$ cat config.mk
export PLATFORM = sky130hd
export DESIGN_NAME = nearest_point_search_flat
export DESIGN_NICKNAME = d
export VERILOG_FILES = /design/src/design/nps_pkg.sv /design/src/design/nps_if.sv /design/src/design/nearest_point_search.sv /design/src/design/nps_dist.sv /design/src/design/nps_track.sv /design/src/flat_wrapper.sv
export SDC_FILE = /design/constraint.sdc
export NUM_CORES = 1
export LEC_CHECK = 0
export ABC_AREA = 1
export BUFFER_PORTS_ARGS = -buffer_cell sky130_fd_sc_hd__buf_2
export CAP_MARGIN = 20
export CORE_MARGIN = 2
export CORE_UTILIZATION = 51
export CTS_CLUSTER_SIZE = 8
export DETAILED_ROUTE_END_ITERATION = 12
export PLACE_DENSITY = 0.67
export SLEW_MARGIN = 10
export SYNTH_ARGS = -nofsm -noshare
export SYNTH_HDL_FRONTEND = slang
export SYNTH_SLANG_ARGS = --single-unit
export TNS_END_PERCENT = 5
$ cat constraint.sdc
create_clock -name clk -period 11.2 [get_ports clk]
set_clock_uncertainty 0.05 [all_clocks]
set_input_delay 1.12 -clock clk [delete_from_list [all_inputs] [get_ports clk]]
set_output_delay 1.12 -clock clk [all_outputs]
set_load 0.01 [all_outputs]
$ cat src/design/nps_pkg.sv
// nearest point search: shared constants and codes
// used by the channel interfaces and by every design module
`timescale 1ns / 1ps

package nps_pkg;

  localparam int COORD_BITS_DEF = 16;
  localparam int INDEX_BITS     = 16;
  localparam int LIMIT_BITS     = 34;

  // best distance starts here for each search and only shrinks within it
  localparam int START_DISTANCE = 10000;
  localparam int BEST_BITS      = 14;

  // an offset of REACH on one axis alone already reaches START_DISTANCE
  localparam int REACH          = 100;
  localparam int REACH_BITS     = 7;
  localparam int SQ_BITS        = 2 * REACH_BITS;
  localparam int DIST_BITS      = SQ_BITS + 1;

  typedef enum logic {
    ACT_BEGIN = 1'b0,
    ACT_POINT = 1'b1
  } action_t;

endpackage

$ cat src/design/nps_if.sv
// valid/ready channel interfaces for query/point items and search results
// depends on nps_pkg for default widths
`timescale 1ns / 1ps

interface nps_item_if #(
  parameter int COORD_BITS = nps_pkg::COORD_BITS_DEF
);
  logic                              valid;
  logic                              ready;
  logic                              action;
  logic signed [COORD_BITS-1:0]      coord_x;
  logic signed [COORD_BITS-1:0]      coord_y;
  logic [nps_pkg::INDEX_BITS-1:0]    element_id;
  logic [nps_pkg::INDEX_BITS-1:0]    point_id;
  logic                              last;

  modport source (output valid, action, coord_x, coord_y, element_id, point_id, last,
                  input ready);
  modport sink   (input valid, action, coord_x, coord_y, element_id, point_id, last,
                  output ready);
endinterface

interface nps_result_if #(
  parameter int COORD_BITS = nps_pkg::COORD_BITS_DEF
);
  logic                              valid;
  logic                              ready;
  logic                              found;
  logic signed [COORD_BITS-1:0]      near_x;
  logic signed [COORD_BITS-1:0]      near_y;
  logic [nps_pkg::INDEX_BITS-1:0]    near_element;
  logic [nps_pkg::INDEX_BITS-1:0]    near_point;

  modport source (output valid, found, near_x, near_y, near_element, near_point,
                  input ready);
  modport sink   (input valid, found, near_x, near_y, near_element, near_point,
                  output ready);
endinterface

$ cat src/design/nearest_point_search.sv
// nearest point search top level: input register, distance test, search state, result register
// the result is registered as the last item of a search leaves the input register
// throughput: one item per cycle unless stalled; combinational distance test, registered best
// input stalls only while a finished result is held and the next last item waits behind it
// reset (rst, synchronous): query (0,0), best cleared, gravity_limit 10000, no result pending
// depends on nps_pkg, nps_if, nps_dist and nps_track
`timescale 1ns / 1ps

module nearest_point_search #(
  parameter int COORD_BITS = nps_pkg::COORD_BITS_DEF
) (
  input  logic                            clk,
  input  logic                            rst,
  input  logic                            cfg_wr_en,
  input  logic [nps_pkg::LIMIT_BITS-1:0]  cfg_wr_data,
  nps_item_if.sink                        item_in,
  nps_result_if.source                    result_out
);

  logic [nps_pkg::LIMIT_BITS-1:0]  gravity_limit;

  // input register
  logic                            stage_valid;
  logic                            stage_action;
  logic                            stage_last;
  logic signed [COORD_BITS-1:0]    stage_x;
  logic signed [COORD_BITS-1:0]    stage_y;
  logic [nps_pkg::INDEX_BITS-1:0]  stage_element;
  logic [nps_pkg::INDEX_BITS-1:0]  stage_point;

  // result register
  logic                            out_valid;
  logic                            out_found;
  logic signed [COORD_BITS-1:0]    out_x;
  logic signed [COORD_BITS-1:0]    out_y;
  logic [nps_pkg::INDEX_BITS-1:0]  out_element;
  logic [nps_pkg::INDEX_BITS-1:0]  out_point;

  logic                            slot_free;
  logic                            stall;
  logic                            advance;
  logic                            capture;
  logic [nps_pkg::DIST_BITS-1:0]   point_dist;

  logic signed [COORD_BITS-1:0]    query_x;
  logic signed [COORD_BITS-1:0]    query_y;
  logic [nps_pkg::BEST_BITS-1:0]   best_dist;
  logic                            res_found;
  logic signed [COORD_BITS-1:0]    res_x;
  logic signed [COORD_BITS-1:0]    res_y;
  logic [nps_pkg::INDEX_BITS-1:0]  res_element;
  logic [nps_pkg::INDEX_BITS-1:0]  res_point;

  assign slot_free = !out_valid || result_out.ready;
  assign stall     = stage_valid && stage_last && !slot_free;
  assign advance   = stage_valid && !stall;

  assign item_in.ready = !stall;

  always_ff @(posedge clk) begin
    if (rst) begin
      gravity_limit <= nps_pkg::LIMIT_BITS'(nps_pkg::START_DISTANCE);
    end else if (cfg_wr_en) begin
      gravity_limit <= cfg_wr_data;
    end
  end

  always_ff @(posedge clk) begin
    if (rst) begin
      stage_valid <= 1'b0;
    end else if (item_in.valid && item_in.ready) begin
      stage_valid <= 1'b1;
    end else if (advance) begin
      stage_valid <= 1'b0;
    end
  end

  always_ff @(posedge clk) begin
    if (item_in.valid && item_in.ready) begin
      stage_action  <= item_in.action;
      stage_last    <= item_in.last;
      stage_x       <= item_in.coord_x;
      stage_y       <= item_in.coord_y;
      stage_element <= item_in.element_id;
      stage_point   <= item_in.point_id;
    end
  end

  nps_dist #(.COORD_BITS(COORD_BITS)) u_dist (
    .coord_x       (stage_x),
    .coord_y       (stage_y),
    .query_x       (query_x),
    .query_y       (query_y),
    .best_dist     (best_dist),
    .gravity_limit (gravity_limit),
    .sq_sum        (point_dist),
    .capture       (capture)
  );

  nps_track #(.COORD_BITS(COORD_BITS)) u_track (
    .clk         (clk),
    .rst         (rst),
    .step        (advance),
    .action      (stage_action),
    .last        (stage_last),
    .coord_x     (stage_x),
    .coord_y     (stage_y),
    .element_id  (stage_element),
    .point_id    (stage_point),
    .capture     (capture),
    .point_dist  (point_dist),
    .query_x     (query_x),
    .query_y     (query_y),
    .best_dist   (best_dist),
    .res_found   (res_found),
    .res_x       (res_x),
    .res_y       (res_y),
    .res_element (res_element),
    .res_point   (res_point)
  );

  always_ff @(posedge clk) begin
    if (rst) begin
      out_valid <= 1'b0;
    end else if (advance && stage_last) begin
      out_valid <= 1'b1;
    end else if (result_out.ready) begin
      out_valid <= 1'b0;
    end
  end

  always_ff @(posedge clk) begin
    if (advance && stage_last) begin
      out_found   <= res_found;
      out_x       <= res_x;
      out_y       <= res_y;
      out_element <= res_element;
      out_point   <= res_point;
    end
  end

  assign result_out.valid        = out_valid;
  assign result_out.found        = out_found;
  assign result_out.near_x       = out_x;
  assign result_out.near_y       = out_y;
  assign result_out.near_element = out_element;
  assign result_out.near_point   = out_point;

`ifndef SYNTH
  // a result appears only after a last item left the input register
  assert property (@(posedge clk) disable iff (rst)
    $rose(out_valid) |-> $past(stage_valid && stage_last))
    else $error("result without a last item");

  // a miss reports zero indices
  assert property (@(posedge clk) disable iff (rst)
    (out_valid && !out_found) |-> (out_element == '0 && out_point == '0))
    else $error("miss with nonzero indices");

  // best distance never grows past its start value
  assert property (@(posedge clk) disable iff (rst)
    best_dist <= nps_pkg::BEST_BITS'(nps_pkg::START_DISTANCE))
    else $error("best distance above start value");
`endif

endmodule

$ cat src/design/nps_dist.sv
// squared distance test of one stored point against the query
// depends on nps_pkg for distance widths and constants
`timescale 1ns / 1ps

module nps_dist #(
  parameter int COORD_BITS = nps_pkg::COORD_BITS_DEF
) (
  input  logic signed [COORD_BITS-1:0]      coord_x,
  input  logic signed [COORD_BITS-1:0]      coord_y,
  input  logic signed [COORD_BITS-1:0]      query_x,
  input  logic signed [COORD_BITS-1:0]      query_y,
  input  logic [nps_pkg::BEST_BITS-1:0]     best_dist,
  input  logic [nps_pkg::LIMIT_BITS-1:0]    gravity_limit,
  output logic [nps_pkg::DIST_BITS-1:0]     sq_sum,
  output logic                              capture
);

  localparam int DW = COORD_BITS + 1;

  logic signed [DW-1:0]              dx;
  logic signed [DW-1:0]              dy;
  logic [DW-1:0]                     ax;
  logic [DW-1:0]                     ay;
  logic                              near_x;
  logic                              near_y;
  logic [nps_pkg::SQ_BITS-1:0]       sx;
  logic [nps_pkg::SQ_BITS-1:0]       sy;

  assign dx = {coord_x[COORD_BITS-1], coord_x} - {query_x[COORD_BITS-1], query_x};
  assign dy = {coord_y[COORD_BITS-1], coord_y} - {query_y[COORD_BITS-1], query_y};
  assign ax = dx[DW-1] ? DW'(-dx) : DW'(dx);
  assign ay = dy[DW-1] ? DW'(-dy) : DW'(dy);

  // beyond reach on either axis the distance cannot beat the best, which never
  // exceeds the start distance, so only the short offsets need squaring
  assign near_x = ax < DW'(nps_pkg::REACH);
  assign near_y = ay < DW'(nps_pkg::REACH);

  assign sx     = ax[nps_pkg::REACH_BITS-1:0] * ax[nps_pkg::REACH_BITS-1:0];
  assign sy     = ay[nps_pkg::REACH_BITS-1:0] * ay[nps_pkg::REACH_BITS-1:0];
  assign sq_sum = nps_pkg::DIST_BITS'(sx) + nps_pkg::DIST_BITS'(sy);

  assign capture = near_x && near_y
                && (sq_sum < nps_pkg::DIST_BITS'(best_dist))
                && (nps_pkg::LIMIT_BITS'(sq_sum) < gravity_limit);

endmodule

$ cat src/design/nps_track.sv
// search state: query point, best point so far, and result forming
// depends on nps_pkg for codes and widths
`timescale 1ns / 1ps

module nps_track #(
  parameter int COORD_BITS = nps_pkg::COORD_BITS_DEF
) (
  input  logic                              clk,
  input  logic                              rst,
  input  logic                              step,
  input  logic                              action,
  input  logic                              last,
  input  logic signed [COORD_BITS-1:0]      coord_x,
  input  logic signed [COORD_BITS-1:0]      coord_y,
  input  logic [nps_pkg::INDEX_BITS-1:0]    element_id,
  input  logic [nps_pkg::INDEX_BITS-1:0]    point_id,
  input  logic                              capture,
  input  logic [nps_pkg::DIST_BITS-1:0]     point_dist,
  output logic signed [COORD_BITS-1:0]      query_x,
  output logic signed [COORD_BITS-1:0]      query_y,
  output logic [nps_pkg::BEST_BITS-1:0]     best_dist,
  output logic                              res_found,
  output logic signed [COORD_BITS-1:0]      res_x,
  output logic signed [COORD_BITS-1:0]      res_y,
  output logic [nps_pkg::INDEX_BITS-1:0]    res_element,
  output logic [nps_pkg::INDEX_BITS-1:0]    res_point
);

  logic signed [COORD_BITS-1:0]    best_x;
  logic signed [COORD_BITS-1:0]    best_y;
  logic [nps_pkg::INDEX_BITS-1:0]  best_element;
  logic [nps_pkg::INDEX_BITS-1:0]  best_point;
  logic                            have_best;

  // state after this item, before the end-of-search clear
  logic signed [COORD_BITS-1:0]    query_x_upd;
  logic signed [COORD_BITS-1:0]    query_y_upd;
  logic [nps_pkg::BEST_BITS-1:0]   best_dist_upd;
  logic signed [COORD_BITS-1:0]    best_x_upd;
  logic signed [COORD_BITS-1:0]    best_y_upd;
  logic [nps_pkg::INDEX_BITS-1:0]  best_element_upd;
  logic [nps_pkg::INDEX_BITS-1:0]  best_point_upd;
  logic                            have_best_upd;

  logic [nps_pkg::BEST_BITS-1:0]   best_dist_next;
  logic signed [COORD_BITS-1:0]    best_x_next;
  logic signed [COORD_BITS-1:0]    best_y_next;
  logic [nps_pkg::INDEX_BITS-1:0]  best_element_next;
  logic [nps_pkg::INDEX_BITS-1:0]  best_point_next;
  logic                            have_best_next;

  logic                            clear_search;

  always_comb begin
    query_x_upd      = query_x;
    query_y_upd      = query_y;
    best_dist_upd    = best_dist;
    best_x_upd       = best_x;
    best_y_upd       = best_y;
    best_element_upd = best_element;
    best_point_upd   = best_point;
    have_best_upd    = have_best;
    clear_search     = 1'b0;

    if (step && action == nps_pkg::ACT_BEGIN) begin
      // a begin starts from an empty search, also for its own result
      query_x_upd      = coord_x;
      query_y_upd      = coord_y;
      best_dist_upd    = nps_pkg::BEST_BITS'(nps_pkg::START_DISTANCE);
      best_x_upd       = '0;
      best_y_upd       = '0;
      best_element_upd = '0;
      best_point_upd   = '0;
      have_best_upd    = 1'b0;
      clear_search     = 1'b1;
    end else if (step && capture) begin
      // a captured distance is below the start distance, so it fits
      best_dist_upd    = point_dist[nps_pkg::BEST_BITS-1:0];
      best_x_upd       = coord_x;
      best_y_upd       = coord_y;
      best_element_upd = element_id;
      best_point_upd   = point_id;
      have_best_upd    = 1'b1;
    end

    if (step && last) begin
      clear_search = 1'b1;
    end

    if (clear_search) begin
      best_dist_next    = nps_pkg::BEST_BITS'(nps_pkg::START_DISTANCE);
      best_x_next       = '0;
      best_y_next       = '0;
      best_element_next = '0;
      best_point_next   = '0;
      have_best_next    = 1'b0;
    end else begin
      best_dist_next    = best_dist_upd;
      best_x_next       = best_x_upd;
      best_y_next       = best_y_upd;
      best_element_next = best_element_upd;
      best_point_next   = best_point_upd;
      have_best_next    = have_best_upd;
    end

    res_found   = have_best_upd;
    res_x       = have_best_upd ? best_x_upd : query_x_upd;
    res_y       = have_best_upd ? best_y_upd : query_y_upd;
    res_element = have_best_upd ? best_element_upd : '0;
    res_point   = have_best_upd ? best_point_upd : '0;
  end

  always_ff @(posedge clk) begin
    if (rst) begin
      query_x      <= '0;
      query_y      <= '0;
      best_dist    <= nps_pkg::BEST_BITS'(nps_pkg::START_DISTANCE);
      best_x       <= '0;
      best_y       <= '0;
      best_element <= '0;
      best_point   <= '0;
      have_best    <= 1'b0;
    end else begin
      query_x      <= query_x_upd;
      query_y      <= query_y_upd;
      best_dist    <= best_dist_next;
      best_x       <= best_x_next;
      best_y       <= best_y_next;
      best_element <= best_element_next;
      best_point   <= best_point_next;
      have_best    <= have_best_next;
    end
  end

endmodule

$ cat src/flat_wrapper.sv
// flat-port wrapper written by rule: the top's interface ports become plain ports
module nearest_point_search_flat 
#(
  parameter int COORD_BITS = nps_pkg::COORD_BITS_DEF
)
  (clk, rst, cfg_wr_en, cfg_wr_data, item_in_valid, item_in_action, item_in_coord_x, item_in_coord_y, item_in_element_id, item_in_point_id, item_in_last, item_in_ready, result_out_valid, result_out_found, result_out_near_x, result_out_near_y, result_out_near_element, result_out_near_point, result_out_ready);
  nps_item_if #(.COORD_BITS(COORD_BITS)) item_in_i ();
  nps_result_if #(.COORD_BITS(COORD_BITS)) result_out_i ();
  input  logic clk;
  input  logic rst;
  input  logic cfg_wr_en;
  input  logic [nps_pkg::LIMIT_BITS-1:0] cfg_wr_data;
  input wire logic [$bits(item_in_i.valid)-1:0] item_in_valid;
  input wire logic [$bits(item_in_i.action)-1:0] item_in_action;
  input wire logic [$bits(item_in_i.coord_x)-1:0] item_in_coord_x;
  input wire logic [$bits(item_in_i.coord_y)-1:0] item_in_coord_y;
  input wire logic [$bits(item_in_i.element_id)-1:0] item_in_element_id;
  input wire logic [$bits(item_in_i.point_id)-1:0] item_in_point_id;
  input wire logic [$bits(item_in_i.last)-1:0] item_in_last;
  output wire logic [$bits(item_in_i.ready)-1:0] item_in_ready;
  output wire logic [$bits(result_out_i.valid)-1:0] result_out_valid;
  output wire logic [$bits(result_out_i.found)-1:0] result_out_found;
  output wire logic [$bits(result_out_i.near_x)-1:0] result_out_near_x;
  output wire logic [$bits(result_out_i.near_y)-1:0] result_out_near_y;
  output wire logic [$bits(result_out_i.near_element)-1:0] result_out_near_element;
  output wire logic [$bits(result_out_i.near_point)-1:0] result_out_near_point;
  input wire logic [$bits(result_out_i.ready)-1:0] result_out_ready;
  assign item_in_i.valid = item_in_valid;
  assign item_in_i.action = item_in_action;
  assign item_in_i.coord_x = item_in_coord_x;
  assign item_in_i.coord_y = item_in_coord_y;
  assign item_in_i.element_id = item_in_element_id;
  assign item_in_i.point_id = item_in_point_id;
  assign item_in_i.last = item_in_last;
  assign item_in_ready = item_in_i.ready;
  assign result_out_valid = result_out_i.valid;
  assign result_out_found = result_out_i.found;
  assign result_out_near_x = result_out_i.near_x;
  assign result_out_near_y = result_out_i.near_y;
  assign result_out_near_element = result_out_i.near_element;
  assign result_out_near_point = result_out_i.near_point;
  assign result_out_i.ready = result_out_ready;
  nearest_point_search #(.COORD_BITS(COORD_BITS)) u_core (.clk(clk), .rst(rst), .cfg_wr_en(cfg_wr_en), .cfg_wr_data(cfg_wr_data), .item_in(item_in_i), .result_out(result_out_i));
endmodule
==> results by group <==
Logic synthesis
  • Mapped Avg Cell Area: 7.635 sq um
  • Part of the Yosys area used for sequential elements: 40.13%
  • Asr flop ratio synth: 0%
  • Library cell occupying the most area in the post-synthesis netlist: sky130_fd_sc_hd__edfxtp_1
  • Synthesized net count: 2513
  • Yosys Warn Count: 0
  • Most common flop cell mapped by yosys: sky130_fd_sc_hd__dfxtp_1
  • Unique masters post-synth: 40
  • Netlist Area Pre-Place: 17130 sq um
  • Most common library cells after synthesis: sky130_fd_sc_hd__nand2_1 (525), sky130_fd_sc_hd__inv_1 (401), sky130_fd_sc_hd__nor2_1 (281)
  • Most common cell in the netlist: sky130_fd_sc_hd__nand2_1
  • Dominant cells by area after synthesis: sky130_fd_sc_hd__edfxtp_1 (23%), sky130_fd_sc_hd__dfxtp_1 (17%), sky130_fd_sc_hd__nand2_1 (12%), sky130_fd_sc_hd__inv_1 (8.8%), sky130_fd_sc_hd__ha_1 (8.0%)
  • Syn Inst Count: around 2200
  • Share of the synthesized area in the top cell type: 22.96%
  • Post-synth EDFFs: roughly 130
  • Number of storage elements in the synthesis netlist: 278

Global routing
  • First-pass GRT wire length: 69.48 mm
  • Overall track demand over capacity in global routing: 24.36%
  • Vias in the first global route: 14260
  • Final global-route overflow total: 0
  • Antenna violations before repair: 1
  • Maximum number of pins on one net before global-route repair: ~100

Final layout
  • Final Net Count: ~2700
  • Filler Cell Count: 3031
  • Fin cells: ~2900
  • Multi-input gate area in the final layout: 8404 sq um
  • Layout overhead on the synthesized area: 13.87%
  • Layout cell share with drive strength beyond 1: between 10% and 20%
  • Area occupied by registers: 6877 sq um

CTS
  • Post-CTS repair timing setup buffer count: 0
  • Insertion delay to the later sink of the worst-skew pair: 0.55 ns
  • Clk sinks: 278
  • Hold Buf Count CTS: 0
  • Clock transition at the registers of the reported paths: roughly 0.05 ns
  • TritonCTS clock tree: done
  • CTS buffer count: 41
  • Buffer type at the clock tree root: sky130_fd_sc_hd__clkbuf_16
  • Bufs on Longest Clock Path: 3
  • Number of resized instances in the post-cts repair step: 0
  • Count of H-tree levels built during CTS: 2

Job
  • Max capacitance violation total: 0

Hold path
  • Hold path endpoint: u_core.u_track.best_dist[10]
  • Min-delay src: u_core.u_track.best_dist[10]
  • Worst hold path depth: 2
  • Type of the most critical hold path: register to register

Setup path
  • Worst Reg-to-Reg Cells: 55
  • Critical Path AT: 10.44 ns
  • Worst-case register-to-register setup slack: between 0.9 and 1 ns
  • Maximum fanout along the worst path: 22
  • Worst Path Required: 11.43 ns
  • Kind of start point of the critical path: register
  • Reg-to-reg startpoint: u_core.stage_y[0]
  • Endpoint kind of the worst setup timing path: register
  • Most used cell along the critical path: sky130_fd_sc_hd__nand2_1
  • Endpoint of the worst-slack reg-to-reg timing path: u_core.result_out.near_x[1]
  • Critical setup path kind: register to register
  • Longest individual stage delay on the worst path: 0.59 ns
  • Worst-path cell with the longest stage delay: sky130_fd_sc_hd__fa_1

Placement
  • Cells after DPL: around 2800
  • Pre-CTS WS: between 0.8 and 0.9 ns
  • Estimated wirelength of the detail-placed design: approximately 30 mm
  • PortBufs: between 150 and 200
  • Final estimated routing congestion in global placement: 0.8941

Floorplan
  • Initial standard-cell utilization of the core: slightly above 50%
  • Core Rows: 67
  • Die Wd: 187.3 um
  • Die ar.: roughly 35000 sq um
  • I/O pins: between 150 and 200
  • Core Box Area: around 33000 sq um
  • Chip Height: 187.3 um

STA
  • Unrepaired setup endpoints after global routing: no
  • Hold violation total from the final report: 0
  • Slew of the pin with the lowest slew margin: 1.026 ns
  • Crit path setup slack, layout: 0.9930 ns
  • Setup violators final: 0
  • Worst slew margin relative to its limit: 31.52%
  • Setup TNS: 0 ns
  • Fmax: about 0.1 GHz
  • Final Hold Slack: ~0.4 ns
  • Shortest period the worst path allows: 10.21 ns
  • Post-route fraction of the period consumed by the critical path: between 90% and 100%
  • Max-slew violation count: 0

Route
  • Average vias per placed instance: 5.112
  • Count of TritonRoute iterations in the first routing pass: 6
  • Iteration-0 DRC Markers: around 1000
  • Aggregate routed wire length: 42.28 mm
  • Average wire length per cell after detail routing: 14.76 um
  • Number of design rule violations left after detail routing: 0
  • Via count: around 15000
  • Count of antenna-violating nets left after detailed routing: 0

Outcome
  • Outcome: completed
[per-stage QoR]
step	utilization, %	instance area (sq um)
floorplan	-	17130
CTS	58.60	19500
detailed placement	55.07	18330
global route	58.63	19510
finish	58.63	19510
global placement	55.07	18330
[state kept, by name, summed over array words and instances (netlist names), 16 cells and up]
signal	flops
u_core.gravity_limit	34
u_core.result_out.near_element	16
u_core.result_out.near_point	16
u_core.result_out.near_x	16
u_core.result_out.near_y	16
u_core.stage_element	16
u_core.stage_point	16
u_core.stage_x	16
u_core.stage_y	16
u_core.u_track.best_element	16
u_core.u_track.best_point	16
u_core.u_track.best_x	16
u_core.u_track.best_y	16
u_core.u_track.query_x	16
u_core.u_track.query_y	16
[final cells by class]
type | instances | area share (%)
diodes | 1 | 0.01283
multi-input cells | 1478 | 43.07
clock buffers | 64 | 5.861
well taps | 448 | 2.873
clock inverters | 3 | 0.1475
flip-flops and latches | 278 | 35.24
repair buffers | 184 | 4.925
inverters | 408 | 7.862
[worst max path at each step]
stage | slack, ns | to | cells after the start | startpoint
after CTS | 0.88 | u_core.result_out.near_x[9] | 54 | u_core.stage_y[0]
after global routing | 0.05 | u_core.result_out.near_x[0] | 57 | u_core.stage_x[0]
final | 0.99 | u_core.result_out.near_x[1] | 55 | u_core.stage_y[0]
after floorplan | 2.09 | u_core.result_out.near_x[14] | 56 | u_core.stage_y[0]
after global placement | 1.12 | u_core.result_out.near_y[9] | 54 | u_core.stage_x[0]
after detailed placement | 0.88 | u_core.result_out.near_x[9] | 54 | u_core.stage_y[0]
[critical path, delay by kind of cell (launching register included)]
family,cells,cell delay (ns)
xor+xnor,1,0.20
compound gates,6,0.87
simple gates,31,3.20
buf+inv,7,0.97
fa+ha+maj,10,4.27
flops,1,0.34
[per-layer routing]
metal	part of all wire (%)	wire [um]	GRT usage [%]
met1	44	18810	31.58
met2	47	19990	41.66
met3	5.5	2324	3.752
met4	2.7	1154	8.120
met5	0	0	0
[layout by cell type, fill, tap and decap left out, types with 2 or more instances in the layout]
master / count
sky130_fd_sc_hd__nand2_1: 524
sky130_fd_sc_hd__inv_1: 401
sky130_fd_sc_hd__nor2_1: 279
sky130_fd_sc_hd__nand3_1: 195
sky130_fd_sc_hd__buf_2: 171
sky130_fd_sc_hd__dfxtp_1: 147
sky130_fd_sc_hd__edfxtp_1: 131
sky130_fd_sc_hd__ha_1: 109
sky130_fd_sc_hd__o21ai_0: 83
sky130_fd_sc_hd__a21oi_1: 66
sky130_fd_sc_hd__fa_1: 55
sky130_fd_sc_hd__clkbuf_16: 42
sky130_fd_sc_hd__nand4_1: 41
sky130_fd_sc_hd__nand3b_1: 41
sky130_fd_sc_hd__clkbuf_1: 21
sky130_fd_sc_hd__xor2_1: 14
sky130_fd_sc_hd__buf_4: 11
sky130_fd_sc_hd__nor3_1: 10
sky130_fd_sc_hd__o21ai_1: 10
sky130_fd_sc_hd__xnor2_1: 8
sky130_fd_sc_hd__nand2_2: 7
sky130_fd_sc_hd__inv_2: 6
sky130_fd_sc_hd__nor4_1: 5
sky130_fd_sc_hd__or2_2: 5
sky130_fd_sc_hd__o21bai_1: 5
sky130_fd_sc_hd__nor2_4: 3
sky130_fd_sc_hd__and2_1: 3
sky130_fd_sc_hd__o31a_1: 2
sky130_fd_sc_hd__o21ai_2: 2
sky130_fd_sc_hd__o21a_1: 2
sky130_fd_sc_hd__buf_6: 2
[cells by family after synthesis]
| logic type | count (synthesis) | share of synthesized area, % |
|---|---|---|
| flip-flops | 278 | 40.13 |
| AO/OA/AOI/OAI | 174 | 5.331 |
| buffers and inverters | 488 | 10.98 |
| adder cells (fa/ha/maj) | 164 | 14.39 |
| XOR/XNOR | 24 | 1.315 |
| AND/OR/NAND/NOR | 1116 | 27.86 |
Power is not shown: default switching activity piles up to over one toggle a cycle in this logic, so the estimate is an artifact.
